--- config.mk ---
export PLATFORM = sky130hd
export DESIGN_NAME = line_centroid_pd_steering
export DESIGN_NICKNAME = d
export VERILOG_FILES = /design/src/rtl/lcp_pkg.sv /design/src/rtl/lcp_div.sv /design/src/rtl/line_centroid_pd_steering.sv
export SDC_FILE = /design/constraint.sdc
export NUM_CORES = 1
export LEC_CHECK = 0
export BUFFER_PORTS_ARGS = -buffer_cell sky130_fd_sc_hd__buf_4
export CAP_MARGIN = 20
export CELL_PAD_IN_SITES_DETAIL_PLACEMENT = 0
export CELL_PAD_IN_SITES_GLOBAL_PLACEMENT = 1
export CORE_MARGIN = 8
export CORE_UTILIZATION = 46
export DETAILED_ROUTE_END_ITERATION = 6
export GPL_TIMING_DRIVEN = 1
export PLACE_DENSITY = 0.84
export SKIP_CTS_REPAIR_TIMING = 1
export SLEW_MARGIN = 15
export SYNTH_ARGS = -nofsm -noshare
export SYNTH_HDL_FRONTEND = slang
export SYNTH_SLANG_ARGS = --single-unit
--- constraint.sdc ---
create_clock -name clk_i -period 9.55 [get_ports clk_i]
set_input_delay 0.4775 -clock clk_i [delete_from_list [all_inputs] [get_ports clk_i]]
set_output_delay 0.4775 -clock clk_i [all_outputs]
set_load 0.02 [all_outputs]
--- src/rtl/lcp_pkg.sv ---
package lcp_pkg;

  // sequencer states, one-hot
  typedef enum logic [7:0] {
    ST_IDLE  = 8'b0000_0001,
    ST_SCAN  = 8'b0000_0010,
    ST_SCALE = 8'b0000_0100,
    ST_DIV1  = 8'b0000_1000,
    ST_PD    = 8'b0001_0000,
    ST_SAT   = 8'b0010_0000,
    ST_DIV2  = 8'b0100_0000,
    ST_EMIT  = 8'b1000_0000
  } lcp_state_e;

  // configuration register indexes
  localparam int unsigned CFG_IDX_W = 3;
  localparam int unsigned CFG_DATA_W = 12;
  localparam logic [CFG_IDX_W-1:0] CFG_THRESHOLD = 3'd0;
  localparam logic [CFG_IDX_W-1:0] CFG_VALUE_CAP = 3'd1;
  localparam logic [CFG_IDX_W-1:0] CFG_PROP_GAIN = 3'd2;
  localparam logic [CFG_IDX_W-1:0] CFG_DERIV_GAIN = 3'd3;
  localparam logic [CFG_IDX_W-1:0] CFG_BASE_SPEED = 3'd4;
  localparam logic [CFG_IDX_W-1:0] CFG_CONTROL_LIMIT = 3'd5;
  localparam logic [CFG_IDX_W-1:0] CFG_SEARCH_SPEED = 3'd6;

  // register reset values
  localparam logic [11:0] RST_THRESHOLD = 12'd2400;
  localparam logic [11:0] RST_VALUE_CAP = 12'd1400;
  localparam logic [7:0] RST_PROP_GAIN = 8'd35;
  localparam logic [9:0] RST_DERIV_GAIN = 10'd120;
  localparam logic [9:0] RST_BASE_SPEED = 10'd200;
  localparam logic [9:0] RST_CONTROL_LIMIT = 10'd400;
  localparam logic [9:0] RST_SEARCH_SPEED = 10'd200;

  // field layout
  localparam int unsigned SENS_W = 12;
  localparam int unsigned FIELD_COUNT = 5;
  localparam int unsigned DRIVE_W = 12;

  // shared serial divider: quotient always below 2**QUO_W
  localparam int unsigned DVD_W = 26;
  localparam int unsigned DVS_W = 16;
  localparam int unsigned QUO_W = 12;
  localparam logic [DVS_W-1:0] MILLI = 16'd1000;

  // pd accumulator and number of gain bits walked serially
  localparam int unsigned ACC_W = 25;
  localparam int unsigned PD_STEPS = 10;

  typedef struct packed {
    logic             start;
    logic [DVD_W-1:0] dividend;
    logic [DVS_W-1:0] divisor;
  } lcp_div_req_t;

  typedef struct packed {
    logic             done;
    logic [QUO_W-1:0] quotient;
  } lcp_div_rsp_t;

endpackage

--- src/rtl/lcp_div.sv ---
module lcp_div (
  input  logic                 clk_i,
  input  logic                 rst_ni,
  input  lcp_pkg::lcp_div_req_t req_i,
  output lcp_pkg::lcp_div_rsp_t rsp_o
);

  localparam int unsigned CNT_W = $clog2(lcp_pkg::QUO_W + 1);

  logic [lcp_pkg::DVS_W-1:0] rem_q, rem_d;
  logic [lcp_pkg::DVS_W-1:0] dvs_q, dvs_d;
  logic [lcp_pkg::QUO_W-1:0] quo_q, quo_d;
  logic [CNT_W-1:0]          cnt_q, cnt_d;
  logic                      run_q, run_d;
  logic                      done_q, done_d;
  logic [lcp_pkg::DVS_W:0]   trial;
  logic [lcp_pkg::DVS_W:0]   trial_sub;
  logic                      fits;

  // one restoring step: bring down the next dividend bit
  assign trial     = {rem_q, quo_q[lcp_pkg::QUO_W-1]};
  assign fits      = trial >= {1'b0, dvs_q};
  assign trial_sub = trial - {1'b0, dvs_q};

  always_comb begin
    rem_d  = rem_q;
    dvs_d  = dvs_q;
    quo_d  = quo_q;
    cnt_d  = cnt_q;
    run_d  = run_q;
    done_d = 1'b0;
    if (req_i.start) begin
      // upper part is already below the divisor as the quotient fits QUO_W bits
      rem_d = lcp_pkg::DVS_W'(req_i.dividend[lcp_pkg::DVD_W-1:lcp_pkg::QUO_W]);
      quo_d = req_i.dividend[lcp_pkg::QUO_W-1:0];
      dvs_d = req_i.divisor;
      cnt_d = CNT_W'(lcp_pkg::QUO_W);
      run_d = 1'b1;
    end else if (run_q) begin
      rem_d = fits ? trial_sub[lcp_pkg::DVS_W-1:0] : trial[lcp_pkg::DVS_W-1:0];
      quo_d = {quo_q[lcp_pkg::QUO_W-2:0], fits};
      cnt_d = cnt_q - CNT_W'(1);
      if (cnt_q == CNT_W'(1)) begin
        run_d  = 1'b0;
        done_d = 1'b1;
      end
    end
  end

  // control
  always_ff @(posedge clk_i or negedge rst_ni) begin
    if (!rst_ni) begin
      run_q  <= 1'b0;
      done_q <= 1'b0;
      cnt_q  <= '0;
    end else begin
      run_q  <= run_d;
      done_q <= done_d;
      cnt_q  <= cnt_d;
    end
  end

  // datapath
  always_ff @(posedge clk_i) begin
    rem_q <= rem_d;
    dvs_q <= dvs_d;
    quo_q <= quo_d;
  end

  assign rsp_o.done     = done_q;
  assign rsp_o.quotient = quo_q;

endmodule

--- src/rtl/line_centroid_pd_steering.sv ---
// PD line follower on a centroid of up to five IR samples. Each scan word
// carries five 12 bit samples; each is inverted against the threshold,
// clamped to the value cap, and a weighted centroid (weights 0..4000) gives
// the error in thousandths around the centre. The steering correction is
// kp*e + kd*(e - last e), bounded by +-control_limit*1000 and scaled down by
// 1000 toward zero; the wheels get the negated base +- correction. A scan
// with no line gives a search spin toward the side of the last error and
// sets tuser. One scan is worked on at a time. The time a scan with a line
// takes is set by the one-sample per cycle scan, the 12 step restoring
// divider shared by the centroid and the scaling by 1000, and the 10 step
// bit-serial gain multiply. A result waits in the output register while
// the next scan is taken.
module line_centroid_pd_steering #(
  parameter int unsigned NUM_SENSORS = 5
) (
  input  logic        clk_i,
  input  logic        rst_ni,
  // configuration writes
  input  logic                           cfg_we_i,
  input  logic [lcp_pkg::CFG_IDX_W-1:0]  cfg_idx_i,
  input  logic [lcp_pkg::CFG_DATA_W-1:0] cfg_data_i,
  // scan words
  input  logic        s_axis_tvalid,
  output logic        s_axis_tready,
  input  logic [63:0] s_axis_tdata,  // sensor_0, sensor_1, sensor_2, sensor_3, sensor_4, 4'b0
  // drive words
  output logic        m_axis_tvalid,
  input  logic        m_axis_tready,
  output logic [23:0] m_axis_tdata,  // left_drive, right_drive
  output logic        m_axis_tuser   // line_lost
);

  localparam int unsigned NUSED = (NUM_SENSORS < lcp_pkg::FIELD_COUNT) ?
                                  NUM_SENSORS : lcp_pkg::FIELD_COUNT;
  localparam int unsigned IDX_W = $clog2(NUSED);
  localparam int unsigned CENTRE = (NUM_SENSORS - 1) * 500;
  localparam int unsigned ERR_WW = 14;
  localparam int unsigned PD_CNT_W = $clog2(lcp_pkg::PD_STEPS);
  localparam int unsigned MAG_W = 20;
  localparam int unsigned SUM_W = 16;

  lcp_pkg::lcp_state_e state_q, state_d;

  // configuration registers
  logic [11:0] threshold_q, value_cap_q;
  logic [7:0]  prop_gain_q;
  logic [9:0]  deriv_gain_q, base_speed_q, control_limit_q, search_speed_q;

  // scan datapath
  logic [lcp_pkg::SENS_W-1:0] sens_q [NUSED];
  logic [lcp_pkg::SENS_W-1:0] sens_d [NUSED];
  logic [IDX_W-1:0]           idx_q, idx_d;
  logic [SUM_W-1:0]           sum_q, sum_d;
  logic [SUM_W-1:0]           wsum_q, wsum_d;
  logic [11:0]                inv_raw, inv_val;
  logic                       lost_q, lost_d;

  // error and pd datapath
  logic signed [11:0]              prev_err_q, prev_err_d;
  logic signed [ERR_WW-1:0]        err_wide;
  logic signed [11:0]              err_sat;
  logic signed [12:0]              err_diff;
  logic signed [lcp_pkg::ACC_W-1:0] acc_q, acc_d;
  logic signed [lcp_pkg::ACC_W-1:0] e_sh_q, e_sh_d;
  logic signed [lcp_pkg::ACC_W-1:0] diff_sh_q, diff_sh_d;
  logic [lcp_pkg::PD_STEPS-1:0]    kp_sh_q, kp_sh_d;
  logic [lcp_pkg::PD_STEPS-1:0]    kd_sh_q, kd_sh_d;
  logic [PD_CNT_W-1:0]             pd_cnt_q, pd_cnt_d;

  // saturation and scaling
  logic [MAG_W-1:0]                 lim_mag;
  logic signed [lcp_pkg::ACC_W-1:0] lim_pos;
  logic signed [lcp_pkg::ACC_W-1:0] num_sat;
  logic signed [lcp_pkg::ACC_W-1:0] num_abs;
  logic                             neg_q, neg_d;
  logic signed [11:0]               corr_q, corr_d;

  // output side
  logic signed [12:0] left_wide, right_wide;
  logic               out_load;
  logic               m_valid_q, m_valid_d;
  logic [23:0]        m_data_q;
  logic               m_lost_q;

  lcp_pkg::lcp_div_req_t div_req;
  lcp_pkg::lcp_div_rsp_t div_rsp;

  lcp_div u_div (
    .clk_i  (clk_i),
    .rst_ni (rst_ni),
    .req_i  (div_req),
    .rsp_o  (div_rsp)
  );

  // inverted, clamped value of the sample at the head of the shift line
  assign inv_raw = (threshold_q > sens_q[0]) ? (threshold_q - sens_q[0]) : 12'd0;
  assign inv_val = (inv_raw > value_cap_q) ? value_cap_q : inv_raw;

  // error around the centre, bounded to 12 bits
  assign err_wide = $signed({2'b00, div_rsp.quotient}) - $signed(ERR_WW'(CENTRE));
  always_comb begin
    if (err_wide > $signed(ERR_WW'(2047))) begin
      err_sat = 12'sd2047;
    end else if (err_wide < -$signed(ERR_WW'(2048))) begin
      err_sat = -12'sd2048;
    end else begin
      err_sat = err_wide[11:0];
    end
  end
  assign err_diff = 13'(err_sat) - 13'(prev_err_q);

  // correction bound
  assign lim_mag = MAG_W'(control_limit_q) * MAG_W'(1000);
  assign lim_pos = $signed({(lcp_pkg::ACC_W - MAG_W)'(0), lim_mag});
  always_comb begin
    if (acc_q > lim_pos) begin
      num_sat = lim_pos;
    end else if (acc_q < -lim_pos) begin
      num_sat = -lim_pos;
    end else begin
      num_sat = acc_q;
    end
  end
  assign num_abs = num_sat[lcp_pkg::ACC_W-1] ? -num_sat : num_sat;

  // wheel commands
  always_comb begin
    if (lost_q) begin
      if (prev_err_q > 12'sd0) begin
        left_wide = -$signed({3'b000, search_speed_q});
      end else begin
        left_wide = $signed({3'b000, search_speed_q});
      end
      right_wide = -left_wide;
    end else begin
      left_wide  = -$signed({3'b000, base_speed_q}) - 13'(corr_q);
      right_wide = 13'(corr_q) - $signed({3'b000, base_speed_q});
    end
  end

  assign out_load = (state_q == lcp_pkg::ST_EMIT) && (!m_valid_q || m_axis_tready);

  // sequencer
  always_comb begin
    state_d    = state_q;
    sens_d     = sens_q;
    idx_d      = idx_q;
    sum_d      = sum_q;
    wsum_d     = wsum_q;
    lost_d     = lost_q;
    prev_err_d = prev_err_q;
    acc_d      = acc_q;
    e_sh_d     = e_sh_q;
    diff_sh_d  = diff_sh_q;
    kp_sh_d    = kp_sh_q;
    kd_sh_d    = kd_sh_q;
    pd_cnt_d   = pd_cnt_q;
    neg_d      = neg_q;
    corr_d     = corr_q;
    div_req    = '0;
    unique case (state_q)
      lcp_pkg::ST_IDLE: begin
        if (s_axis_tvalid) begin
          for (int i = 0; i < NUSED; i++) begin
            sens_d[i] = s_axis_tdata[i*lcp_pkg::SENS_W +: lcp_pkg::SENS_W];
          end
          idx_d   = '0;
          sum_d   = '0;
          wsum_d  = '0;
          state_d = lcp_pkg::ST_SCAN;
        end
      end
      lcp_pkg::ST_SCAN: begin
        // one sample a cycle: plain and index-weighted sums
        sum_d  = sum_q + SUM_W'(inv_val);
        wsum_d = wsum_q + SUM_W'(inv_val) * SUM_W'(idx_q);
        for (int i = 0; i < NUSED - 1; i++) begin
          sens_d[i] = sens_q[i+1];
        end
        idx_d = idx_q + IDX_W'(1);
        if (idx_q == IDX_W'(NUSED - 1)) begin
          lost_d  = (sum_d == '0);
          state_d = (sum_d == '0) ? lcp_pkg::ST_EMIT : lcp_pkg::ST_SCALE;
        end
      end
      lcp_pkg::ST_SCALE: begin
        div_req.start    = 1'b1;
        div_req.dividend = lcp_pkg::DVD_W'(wsum_q) * lcp_pkg::DVD_W'(1000);
        div_req.divisor  = lcp_pkg::DVS_W'(sum_q);
        state_d          = lcp_pkg::ST_DIV1;
      end
      lcp_pkg::ST_DIV1: begin
        if (div_rsp.done) begin
          prev_err_d = err_sat;
          e_sh_d     = lcp_pkg::ACC_W'(err_sat);
          diff_sh_d  = lcp_pkg::ACC_W'(err_diff);
          kp_sh_d    = lcp_pkg::PD_STEPS'(prop_gain_q);
          kd_sh_d    = deriv_gain_q;
          acc_d      = '0;
          pd_cnt_d   = '0;
          state_d    = lcp_pkg::ST_PD;
        end
      end
      lcp_pkg::ST_PD: begin
        // one gain bit a cycle for both products
        acc_d = acc_q + (kp_sh_q[0] ? e_sh_q : 25'sd0)
                      + (kd_sh_q[0] ? diff_sh_q : 25'sd0);
        e_sh_d    = e_sh_q <<< 1;
        diff_sh_d = diff_sh_q <<< 1;
        kp_sh_d   = kp_sh_q >> 1;
        kd_sh_d   = kd_sh_q >> 1;
        pd_cnt_d  = pd_cnt_q + PD_CNT_W'(1);
        if (pd_cnt_q == PD_CNT_W'(lcp_pkg::PD_STEPS - 1)) begin
          state_d = lcp_pkg::ST_SAT;
        end
      end
      lcp_pkg::ST_SAT: begin
        neg_d            = num_sat[lcp_pkg::ACC_W-1];
        div_req.start    = 1'b1;
        div_req.dividend = lcp_pkg::DVD_W'(num_abs[MAG_W-1:0]);
        div_req.divisor  = lcp_pkg::MILLI;
        state_d          = lcp_pkg::ST_DIV2;
      end
      lcp_pkg::ST_DIV2: begin
        if (div_rsp.done) begin
          corr_d  = neg_q ? -$signed({1'b0, div_rsp.quotient[10:0]})
                          : $signed({1'b0, div_rsp.quotient[10:0]});
          state_d = lcp_pkg::ST_EMIT;
        end
      end
      lcp_pkg::ST_EMIT: begin
        if (out_load) begin
          state_d = lcp_pkg::ST_IDLE;
        end
      end
      default: begin
        state_d = lcp_pkg::ST_IDLE;
      end
    endcase
  end

  assign s_axis_tready = (state_q == lcp_pkg::ST_IDLE);

  // output register valid
  always_comb begin
    m_valid_d = m_valid_q;
    if (m_valid_q && m_axis_tready) begin
      m_valid_d = 1'b0;
    end
    if (out_load) begin
      m_valid_d = 1'b1;
    end
  end

  // control state and configuration
  always_ff @(posedge clk_i or negedge rst_ni) begin
    if (!rst_ni) begin
      state_q         <= lcp_pkg::ST_IDLE;
      m_valid_q       <= 1'b0;
      prev_err_q      <= '0;
      lost_q          <= 1'b0;
      threshold_q     <= lcp_pkg::RST_THRESHOLD;
      value_cap_q     <= lcp_pkg::RST_VALUE_CAP;
      prop_gain_q     <= lcp_pkg::RST_PROP_GAIN;
      deriv_gain_q    <= lcp_pkg::RST_DERIV_GAIN;
      base_speed_q    <= lcp_pkg::RST_BASE_SPEED;
      control_limit_q <= lcp_pkg::RST_CONTROL_LIMIT;
      search_speed_q  <= lcp_pkg::RST_SEARCH_SPEED;
    end else begin
      state_q    <= state_d;
      m_valid_q  <= m_valid_d;
      prev_err_q <= prev_err_d;
      lost_q     <= lost_d;
      if (cfg_we_i) begin
        unique case (cfg_idx_i)
          lcp_pkg::CFG_THRESHOLD:     threshold_q     <= cfg_data_i[11:0];
          lcp_pkg::CFG_VALUE_CAP:     value_cap_q     <= cfg_data_i[11:0];
          lcp_pkg::CFG_PROP_GAIN:     prop_gain_q     <= cfg_data_i[7:0];
          lcp_pkg::CFG_DERIV_GAIN:    deriv_gain_q    <= cfg_data_i[9:0];
          lcp_pkg::CFG_BASE_SPEED:    base_speed_q    <= cfg_data_i[9:0];
          lcp_pkg::CFG_CONTROL_LIMIT: control_limit_q <= cfg_data_i[9:0];
          lcp_pkg::CFG_SEARCH_SPEED:  search_speed_q  <= cfg_data_i[9:0];
          default: begin
          end
        endcase
      end
    end
  end

  // datapath registers
  always_ff @(posedge clk_i) begin
    sens_q    <= sens_d;
    idx_q     <= idx_d;
    sum_q     <= sum_d;
    wsum_q    <= wsum_d;
    acc_q     <= acc_d;
    e_sh_q    <= e_sh_d;
    diff_sh_q <= diff_sh_d;
    kp_sh_q   <= kp_sh_d;
    kd_sh_q   <= kd_sh_d;
    pd_cnt_q  <= pd_cnt_d;
    neg_q     <= neg_d;
    corr_q    <= corr_d;
    if (out_load) begin
      m_data_q <= {right_wide[11:0], left_wide[11:0]};
      m_lost_q <= lost_q;
    end
  end

  assign m_axis_tvalid = m_valid_q;
  assign m_axis_tdata  = m_data_q;
  assign m_axis_tuser  = m_lost_q;

endmodule

==> results of run 1 <==
-- cell usage in the layout (no fill, tap or decap), drive strengths merged, types with 19 or more instances in the layout --
master / n
a211oi: 25
a21o: 52
a21oi: 154
and2: 87
and3: 24
buf: 135
clkbuf: 59
dfrtp: 73
dfstp: 27
edfxtp: 271
fa: 138
ha: 279
inv: 260
mux2: 57
nand2: 390
nand2b: 22
nand3: 27
nand4: 24
nor2: 198
nor2b: 30
nor3: 55
o21a: 19
o21ai: 191
o21bai: 19
o31ai: 28
xnor2: 117
xor2: 66
-- layer usage --
layer	vias up	GRT usage	wire [µm]
li1	10500	-	-
met1	10600	0.256	31500
met2	539	0.332	33200
met3	106	0.0330	3780
met4	0	0.0548	1960
met5	-	0	0
-- worst register-to-register path, delay by kind of cell (launching register included) --
kind / cells / cell delay, ns
and+or+nand+nor: 6 / 1.60
DFF: 1 / 0.54
buffers and inverters: 4 / 0.52
AOI/OAI and AO/OA: 7 / 2.51
adders and majority gates: 6 / 2.31
xor gates and xnor gates: 3 / 1.14
muxes: 1 / 0.24
-- worst min path at each step --
stage | startpoint | endpoint | slack [ns] | cells past startpoint
after floorplan | rst_ni | base_speed_q[0] | 0.18 | 0
after global placement | rst_ni | search_speed_q[9] | 0.46 | 1
after detailed placement | rst_ni | prev_err_q[9] | 0.47 | 1
after CTS | rst_ni | base_speed_q[8] | -0.14 | 1
after global routing | s_axis_tdata[54] | sens_q[6] | 0.03 | 1
final | s_axis_tdata[54] | sens_q[6] | 0.06 | 1
-- cells by family after synthesis --
logic type / synth area share
fa+ha+maj: 0.215
compound gates: 0.135
xor+xnor: 0.0555
simple gates: 0.154
mux: 0.0251
buf+inv: 0.0475
flops: 0.368
-- sequential cells by signal (all words and copies together), names as in the netlist, 16 cells and up --
register,cells
sens_q,60
sum_q,16
u_div.rem_q,16
e_sh_q,25
wsum_q,16
u_div.dvs_q,16
diff_sh_q,25
m_axis_tdata,23
acc_q,25
-- cell type report --
cell class,count,area [µm²],area share
Clock inverter,23,292,0.00899
Clock buffer,59,1220,0.0375
Timing Repair Buffer,136,1070,0.0330
Sequential cell,373,10700,0.330
Inverter,259,973,0.0300
Multi-Input combinational cell,2223,17100,0.527
Tap cell,846,1060,0.0326
-- per-stage QoR --
step                      std cells  utilization
after floorplan                2956            -
after global placement         3832        0.490
after detailed placement       3833        0.490
after CTS                      3915        0.514
after global routing           3919        0.516
final                          3919        0.516
==> metrics.txt, run 1 <==
Critical Path Source=control_limit_q[1]; violations in the final reports=design-rule violations; Max stage delay on crit path=between 0.7 and 0.8 ns; Final nets=3,538; category of the worst setup path capture point=register; Placement Setup Slack=between 0.5 and 0.6 ns; upper clock frequency limit=between 100 and 150 MHz; share of cells above drive strength 1=0.113; Layout fillers=about 5,600; clock tree from TritonCTS=yes; worst-path maximum fanout=20; number of remaining DRC errors=5; final worst path period need=between 9 and 10 ns; CTS Buf Count=44; cell type of the slowest stage on the worst timing path=xor2_1; Final setup viols=0; startpoint of the worst-slack reg-to-reg timing path=control_limit_q[1]; Die X-Extent=around 270 µm; transition time at the pin with the least slew margin=between 1 and 1.5 ns; ANT nets after route=0; ANT cells=0; Synth area leaders=edfxtp_1 (28%), ha_1 (12%), fa_1 (9.5%), dfrtp_1 (6.3%), nand2_1 (5.0%); Required @ worst endpoint=slightly below 10 ns; critical path capture point=u_div.rem_q[7]; Initial DRT Pass Iterations=7; Chip Height=between 200 and 300 µm; pin count of the biggest net entering global routing=~110; # port buffers=about 110; detailed router's first-iteration violation count=approximately 1,600; critical path start-end classification=register to register; count of flip-flops with a built-in enable after synthesis=around 270; global-route wire length before repair=around 110,000 µm; clock insertion delay at the later pin of the skew report=between 0.5 and 0.6 ns; most frequently used flop master after synthesis=edfxtp_1; fraction of synthesized cell area taken by the top area cell type=0.279; Worst Reg-to-Reg Cells=27; largest area contributor in the synthesized netlist=edfxtp_1; sum of negative setup slack=0 ns; total nets after synthesis=between 3,000 and 4,000; Hold Vio Cnt, Final=0; total die area=0.0716 mm²; via count of the first global-routing pass=approximately 22,000; sort of element at the start of the critical path=register; routed length per instance=approximately 18 µm; Clock Root Buffer=clkbuf_16; area added between synthesis and finish=11.3%; CTS Sinks=approximately 370; post-route cell area=between 0.03 and 0.04 mm²; flip-flop and latch count after synthesis=373; most common cell type on the critical path=ha_1; starting density of the core=0.464; unrepaired setup endpoints after global routing=no; summed instance area of the synthesized netlist=between 0.02 and 0.03 mm²; routed via count=21,800; final-report max-slew violation count=0; cell family with the largest share of critical-path delay=compound AO/OA/AOI/OAI gates; reported max-cap violation count=0; clock-pin slew of the registers on the worst-case setup and hold paths=0.06 ns; dpl cell area=about 0.031 mm²; number of instances in the synthesized netlist=about 3,000; maximum count of clock buffers along a single path=3; number of antenna violations at the first check in global routing=3; residual overflow from global routing=0; Hold Crit Class=input port to register; wire length reported by the detailed router=around 70,000 µm; part of the Yosys area used for sequential elements=0.368; vias per cell=roughly 5.6; half-perimeter wire length after detailed placement=53,500 µm; std cell rows=around 90; run status=complete, but fails checks; area inside the core boundary=0.0629 mm²; Reg2Reg Setup Slack=about 0.43 ns; per-instance average area after synthesis=9.86 µm²; post-route clock period utilization=0.955; final hold slack=about 0.058 ns; number of buffer and inverter stages on the critical path=4; post-synthesis async set-or-reset flop share=0.268; end of the worst register-to-register path=u_div.rem_q[7]; top post-synthesis cells by count=nand2_1 (390), ha_1 (279), edfxtp_1 (271); Global Route Usage Sum=0.196; Worst Slack Setup Final=between 0.4 and 0.5 ns; routability congestion estimate=between 0.8 and 0.9; worst rel slew slack=0.290; warnings from Yosys=0; Stages on worst setup path=27; clock skew after layout=about 0.027 ns; dominant cell by count in the synthesized netlist=nand2_1; CTS H-Tree Depth=2; count of unique library cells instantiated by Yosys=between 100 and 150; data arrival time of the worst path=between 9 and 10 ns; num ports=about 110
Power of run 1 is left out: the tool's default activity adds up to more than one toggle a clock period on the data nets, which glitch-free logic cannot reach.
==> run 2: changes to the inputs <==
Settings changed: CORE_UTILIZATION 46 to 30, PLACE_DENSITY 0.84 to 0.61.
==> run 2 against run 1 <==
  * Global-route usage down 5.5 points
  * Clock-buffer cell count up 4
  * Sequential share of layout area down 0.76 points
  * Via count down 4.0%
  * Highest routed layer unchanged
  * Core utilization down 17 points
  * Cell count up 11%
  * Maximum frequency up 0.29%
  * Critical path type unchanged
  * The flow now finishes without violations
  * First-iteration DRC count down 35%
  * Critical path depth up 1
  * Largest cell class unchanged
  * Die area up 50%
  * Design area up 2.4%
==> metrics.txt, run 2 (same netlist as run 1, synthesis figures left out) <==
run status=finished clean; most common cell after layout, fill and taps aside=nand2_1; worst rel slew slack=0.315; Clock Root Buffer=clkbuf_16; ANT cells=0; routed via count=~21,000; area added between synthesis and finish=13.9%; unrepaired setup endpoints after global routing=no; Global Route Usage Sum=0.140; post-route clock period utilization=0.952; Die X-Extent=~330 µm; half-perimeter wire length after detailed placement=approximately 58,000 µm; clock tree from TritonCTS=yes; Hold Crit Class=input port to register; CTS H-Tree Depth=2; number of buffer and inverter stages on the critical path=5; clock-pin slew of the registers on the worst-case setup and hold paths=0.06 ns; category of the worst setup path capture point=register; area inside the core boundary=0.0964 mm²; data arrival time of the worst path=9.44 ns; total die area=between 0.1 and 0.15 mm²; critical path start-end classification=register to register; sum of negative setup slack=0 ns; clock insertion delay at the later pin of the skew report=between 0.6 and 0.7 ns; clock skew after layout=about 0.017 ns; top library cells by usage in the layout, fill and taps aside=nand2_1 (388), ha_1 (279), edfxtp_1 (271); Final nets=approximately 3,600; Max stage delay on crit path=roughly 0.67 ns; ANT nets after route=0; worst-path maximum fanout=15; Hold Vio Cnt, Final=0; CTS Sinks=approximately 370; global-route wire length before repair=121,000 µm; number of remaining DRC errors=0; cell type of the slowest stage on the worst timing path=or4_4; Chip Height=between 300 and 400 µm; wire length reported by the detailed router=around 76,000 µm; final worst path period need=between 9 and 10 ns; routability congestion estimate=0.851; number of antenna violations at the first check in global routing=2; pin count of the biggest net entering global routing=83; share of cells above drive strength 1=0.116; largest register by flop count=sens_q; maximum count of clock buffers along a single path=3; Largest register FFs=60; detailed router's first-iteration violation count=approximately 1,000; transition time at the pin with the least slew margin=between 1 and 1.5 ns; Layout fillers=~10,000; reported max-cap violation count=0; CTS Buf Count=48; Required @ worst endpoint=roughly 9.9 ns; vias per cell=between 4 and 5; num ports=approximately 110; Final setup viols=0; Initial DRT Pass Iterations=7; residual overflow from global routing=0; sort of element at the start of the critical path=register; routed length per instance=approximately 17 µm; upper clock frequency limit=~110 MHz; final-report max-slew violation count=0; starting density of the core=0.302; # port buffers=106; via count of the first global-routing pass=21,300; std cell rows=~110; cell family with the largest share of critical-path delay=compound AO/OA/AOI/OAI gates
==> run 2: final cells by class <==
cell class	instances	area, µm²	area share
clock buffers	63	1280	0.0385
repair buffers	146	1100	0.0330
well taps	1276	1600	0.0481
inverters	259	973	0.0293
clock inverters	24	412	0.0124
multi-input cells	2223	17100	0.516
flip-flops and latches	373	10700	0.323
==> run 2: through the flow <==
stage | hold WS (ns) | area, µm² | util | std cells | setup slack, ns
floorplan | 0.182 | 29100 | - | 2956 | 1.19
global placement | 0.461 | 31500 | 0.326 | 4275 | 0.544
detailed placement | 0.469 | 31500 | 0.326 | 4275 | 0.493
CTS | -0.137 | 33100 | 0.344 | 4362 | 0.450
global route | 0.00791 | 33200 | 0.344 | 4364 | 0.0639
finish | 0.0472 | 33200 | 0.344 | 4364 | 0.460
==> run 2: final timing paths <==
check	from	to	slack [ns]	cells past startpoint
max	control_limit_q[4]	u_div.rem_q[7]	0.46	28
min	s_axis_tdata[55]	sens_q[7]	0.05	1
max reg2reg	control_limit_q[4]	u_div.rem_q[7]	0.46	28
min reg2reg	lost_q	m_axis_tuser	0.47	0
max in group asynchronous	rst_ni	search_speed_q[8]	7.78	3
min in group asynchronous	rst_ni	value_cap_q[9]	0.45	2
==> run 2: routing by layer <==
metal | vias to the layer above | track usage | wire, µm
met3 | 79 | 0.0284 | 3820
li1 | 10500 | - | -
met4 | 0 | 0.0295 | 1290
met5 | - | 0 | 0
met2 | 319 | 0.229 | 34400
met1 | 10000 | 0.192 | 36600
Power of run 2 is left out for the same reason.
